===== config.mk =====
export PLATFORM = sky130hd
export DESIGN_NAME = lis_cmp_unit
export DESIGN_NICKNAME = d
export VERILOG_FILES = /design/src/rtl/core/lis_pkg.sv /design/src/rtl/core/lis_cmp_unit.sv
export SDC_FILE = /design/constraint.sdc
export NUM_CORES = 1
export LEC_CHECK = 0
export BUFFER_PORTS_ARGS = -buffer_cell sky130_fd_sc_hd__buf_2
export CORE_MARGIN = 5
export CORE_UTILIZATION = 46
export DETAILED_ROUTE_END_ITERATION = 16
export PLACE_DENSITY = 0.95
export SLEW_MARGIN = 20
export SYNTH_ARGS = -nofsm -noshare
export SYNTH_HDL_FRONTEND = slang
export SYNTH_SLANG_ARGS = --single-unit

===== constraint.sdc =====
create_clock -name vclk -period 4.3
set_clock_uncertainty 0.1 [all_clocks]
set_input_delay 0.86 -clock vclk [all_inputs]
set_output_delay 0.86 -clock vclk [all_outputs]
set_load 0.1 [all_outputs]

===== src/rtl/core/lis_pkg.sv =====
// Shared constants and types for the longest increasing subsequence mask block.
package lis_pkg;

  // Default sizing handed to the top level parameters.
  localparam int DEF_MAX_ELEMENTS = 1024;
  localparam int DEF_VALUE_WIDTH  = 32;

  // Fixed widths of the result fields.
  localparam int WORD_BITS    = 64;
  localparam int WORD_INDEX_W = 4;
  localparam int SEQ_LEN_W    = 11;
  localparam int END_POS_W    = 10;

  // Result of the shared compare unit.
  typedef struct packed {
    logic val_lt;    // stored value is strictly below the reference value
    logic score_gt;  // stored score plus one is above the reference score
    logic score_eq;  // stored score plus one equals the reference score
  } cmp_res_t;

  // Write enables of the value and score stores.
  typedef struct packed {
    logic val;
    logic score;
  } wr_en_t;

endpackage


===== src/rtl/core/lis_cmp_unit.sv =====
// Shared compare unit used by both the score pass and the backward walk.
module lis_cmp_unit #(
  parameter int VW = lis_pkg::DEF_VALUE_WIDTH,
  parameter int SW = $clog2(lis_pkg::DEF_MAX_ELEMENTS + 1)
) (
  input  logic [VW-1:0]     rd_val,
  input  logic [VW-1:0]     ref_val,
  input  logic [SW-1:0]     rd_score,
  input  logic [SW-1:0]     ref_score,
  output lis_pkg::cmp_res_t res
);

  logic [SW:0] inc_score;
  logic [SW:0] ref_ext;

  assign inc_score    = {1'b0, rd_score} + {{SW{1'b0}}, 1'b1};
  assign ref_ext      = {1'b0, ref_score};
  assign res.val_lt   = rd_val < ref_val;
  assign res.score_gt = inc_score > ref_ext;
  assign res.score_eq = inc_score == ref_ext;

endmodule


### After elaboration in Yosys (flattened, before gate mapping)

Index checks and enable logic that the tools add are counted.
Widths: inputs -> output; s select.

| cells by class | value |
|---|---|
| $add $sub $neg | 1 |
| magnitude comparators | 2 |
| equality and inequality tests | 1 |

Operators by type and width:

| operator | number |
|---|---|
| $lt 32x32->1 | 1 |
| $add 11x1->12 const B | 1 |
| $eq 12x11->1 | 1 |
| $gt 12x11->1 | 1 |

| word-level totals | value |
|---|---|
| register bits after elaboration | 0 |
| input bits | 86 |

### Logic depth before layout (Yosys ltp)

| depth | value |
|---|---|
| depth after elaboration | 2 |
| mapped depth | 10 |

### Worst setup path after synthesis

OpenSTA, ideal clock, no wires.

| path | value |
|---|---|
| path type | in2out |
| start point | input port rd_score[0] |
| end point | output port res[0] in the netlist's numbering |
| data arrival time | 5132 ps |
| path slack | -1792 ps |
| stages on the path | 8 |
| cells stage by stage | and3_1 > nand2_1 > nor2_1 > nand3_1 > xnor2_1 > ha_1 > nand4_1 > nor4b_1 |

RTL lines:

| what | line | RTL |
|---|---|---|
| from (decl) | lis_cmp_unit.sv:8 | `input logic [SW-1:0] rd_score,` |
| to (decl) | lis_cmp_unit.sv:10 | `output lis_pkg::cmp_res_t res` |

==> impl_results.md <==
- Yosys top cell by area: ha_1
- Tightest Pin Transition: 0.498 ns
- Top cells by count, synth: ha_1 (43), inv_1 (41), nand2_1 (12)
- Critical Path End Type: output port
- Post-synth top area share: 44.2%
- Final min period: a little under 4 ns
- Num ports: just under 90
- First-pass GRT wire length: between 5000 and 6000 um
- Clock Power Share: 0%
- PortBufs: 89
- Final core utilization: a little over two thirds
- Mean post-synth cell area: slightly above 7 um^2
- Cell internal pwr: about 79 uW
- Gpl congestion: around 0.9
- Mapped Area: between 0.001 and 0.0015 mm^2
- RSZ-0062 raised after global routing: no
- Layout cells sized above 1: 38.6%
- Sequential cell area: 0 um^2
- Worst EP arrival: between 2 and 3 ns
- Remaining DRCs: 0
- CP dominant cell by count: buf_2
- Fin crit share: 91.2%
- ANT nets after route: 0
- Tightest Hold Check Type: in -> out
- Die H: approximately 60 um
- DR vias: roughly 1500
- WL/cell: roughly 11 um
- Core area: between 0.002 and 0.0025 mm^2
- DP Area: approximately 0.0018 mm^2
- Max incr delay on CP: around 0.45 ns
- CP Class: in -> out
- Leakage power: between 0.001 and 0.0015 uW
- Pre-antenna DRT Iters: 4
- Sequential fraction of the synthesis area: 0%
- Post-Route WL: about 3200 um
- Switching Share: between 50% and 60%
- Post-synthesis net count: 299
- Status: finished clean
- Final setup violation count: 0
- # rows: 18
- Startpoint Class: input port
- Max-Slew Margin vs Limit: around two thirds
- Die Span X: 61.4 um
- Power Dens Cells: ~94 mW/mm^2
- Peak VDD IR: between 0.00008 and 0.00009 V
- Slowest CP cell: buf_2
- Total GRT Usage: approximately 17%
- Switching power: 87.4 uW
- Cells after Synth: 170
- Antenna cells: 0
- # clk buffers: 0
- Max-slew violations: 0
- Vias in the first global route: ~1400
- Critical-path cell list: buf_2, ha_4, nand3_2, nor2_2, nand2_1, xnor2_1, ha_1, nand4_1, nor3_2, a211o_1, o211ai_1, buf_2
- Max Freq: around 250 MHz
- Via/cell ratio: 5.02
- Post-synthesis cell type count: 24
- Critical-path maximum fanout: 3
- NumNets Final: 390
- Dpl hpwl: 3130 um
- Largest net degree at the start of global routing: 5
- Sequential Power Share: 0%
- Synth Warn #: 0
- Sequential cell count: 0
- Most frequent cell after synthesis: ha_1
- Comb pwr share: 100.0%
- Number of max-cap violations: 0
- Initial drt markers: 19
- Cts hold-fix bufs: 0
- Gr ovfl total: 0
- Antenna violations before repair: 0
- DIE AREA: roughly 0.0038 mm^2
- Fin area: 0.00176 mm^2
- Main area contributors after synthesis: ha_1 (44%), inv_1 (13%), a21oi_1 (4.1%)
- Area Growth Syn to Fin: 44.6%
- CTS-repair resized insts: 0
- Hold Violations, Final: 0
- Critical Path RT: roughly 3.3 ns
- Initial Util: between 40% and 50%
- Postcts setup bufs: 0
==> area by class of cell <==
type / count / area, um^2
Inverter: 41 / 154
Timing Repair Buffer: 89 / 445
Multi-Input combinational cell: 129 / 1120
Tap cell: 30 / 37.5
Fill cell: 227 / 739
==> power groups by stage <==
stage          registers [uW]  logic, uW  clock network [uW]
2_1_floorplan               0        102                   0
5_1_grt                     0        190                   0
3_3_place_gp                0        160                   0
6_report                    0        166                   0
4_1_cts                     0        168                   0
3_5_place_dp                0        167                   0
==> path summary, 6_finish.rpt <==
check,startpoint,end,slack [ns],cells past startpoint
worst max-delay path,rd_score[0],res[1],0.38,12
worst min-delay path,rd_score[10],res[1],2.19,4
==> placed cells by master, fill, tap and decap left out, drive strengths merged <==
cell and count:
o211ai 2, nor2b 1, xnor2 5, inv 41, and4 2, buf 89
nor4b 1, nor3 1, nand4 5, and3 3, a21o 6, xor2 4
o21a 2, a21oi 12, nand3 8, nand2 12, nor2 8, nand2b 1
ha 43, o21ai 4, o31ai 1, a211o 4, a221oi 3, a31oi 1
==> cell families after synthesis <==
family	share of synthesized area (%)
AOI/OAI and AO/OA	19.5
xor gates and xnor gates	6.47
adders and majority gates	44.2
buffers and inverters	12.6
and+or+nand+nor	17.2
==> critical path, delay by kind of cell <==
family,cells,cell delay [ns]
AOI/OAI and AO/OA,2,0.35
and+or+nand+nor,5,0.58
adders and majority gates,2,0.46
buffers and inverters,2,0.57
xor gates and xnor gates,1,0.12
==> metrics by stage <==
step / power, uW / setup slack, ns / instances / hold WS (ns) / setup TNS, ns
floorplan: 102 / -0.0727 / 170 / 1.92 / -0.0727
global placement: 160 / 0.418 / 289 / 2.20 / 0
detailed placement: 167 / 0.375 / 289 / 2.19 / 0
CTS: 168 / 0.372 / 289 / 2.19 / 0
global route: 190 / 0.256 / 289 / 2.22 / 0
finish: 166 / 0.378 / 289 / 2.19 / 0
==> routing by layer <==
metal,routed length (um),global-route usage (%)
met1,1160,16.5
met2,1710,35.8
met3,320,2.94
met4,32,2.12
met5,0,0
(Power assumes the default switching activity.)
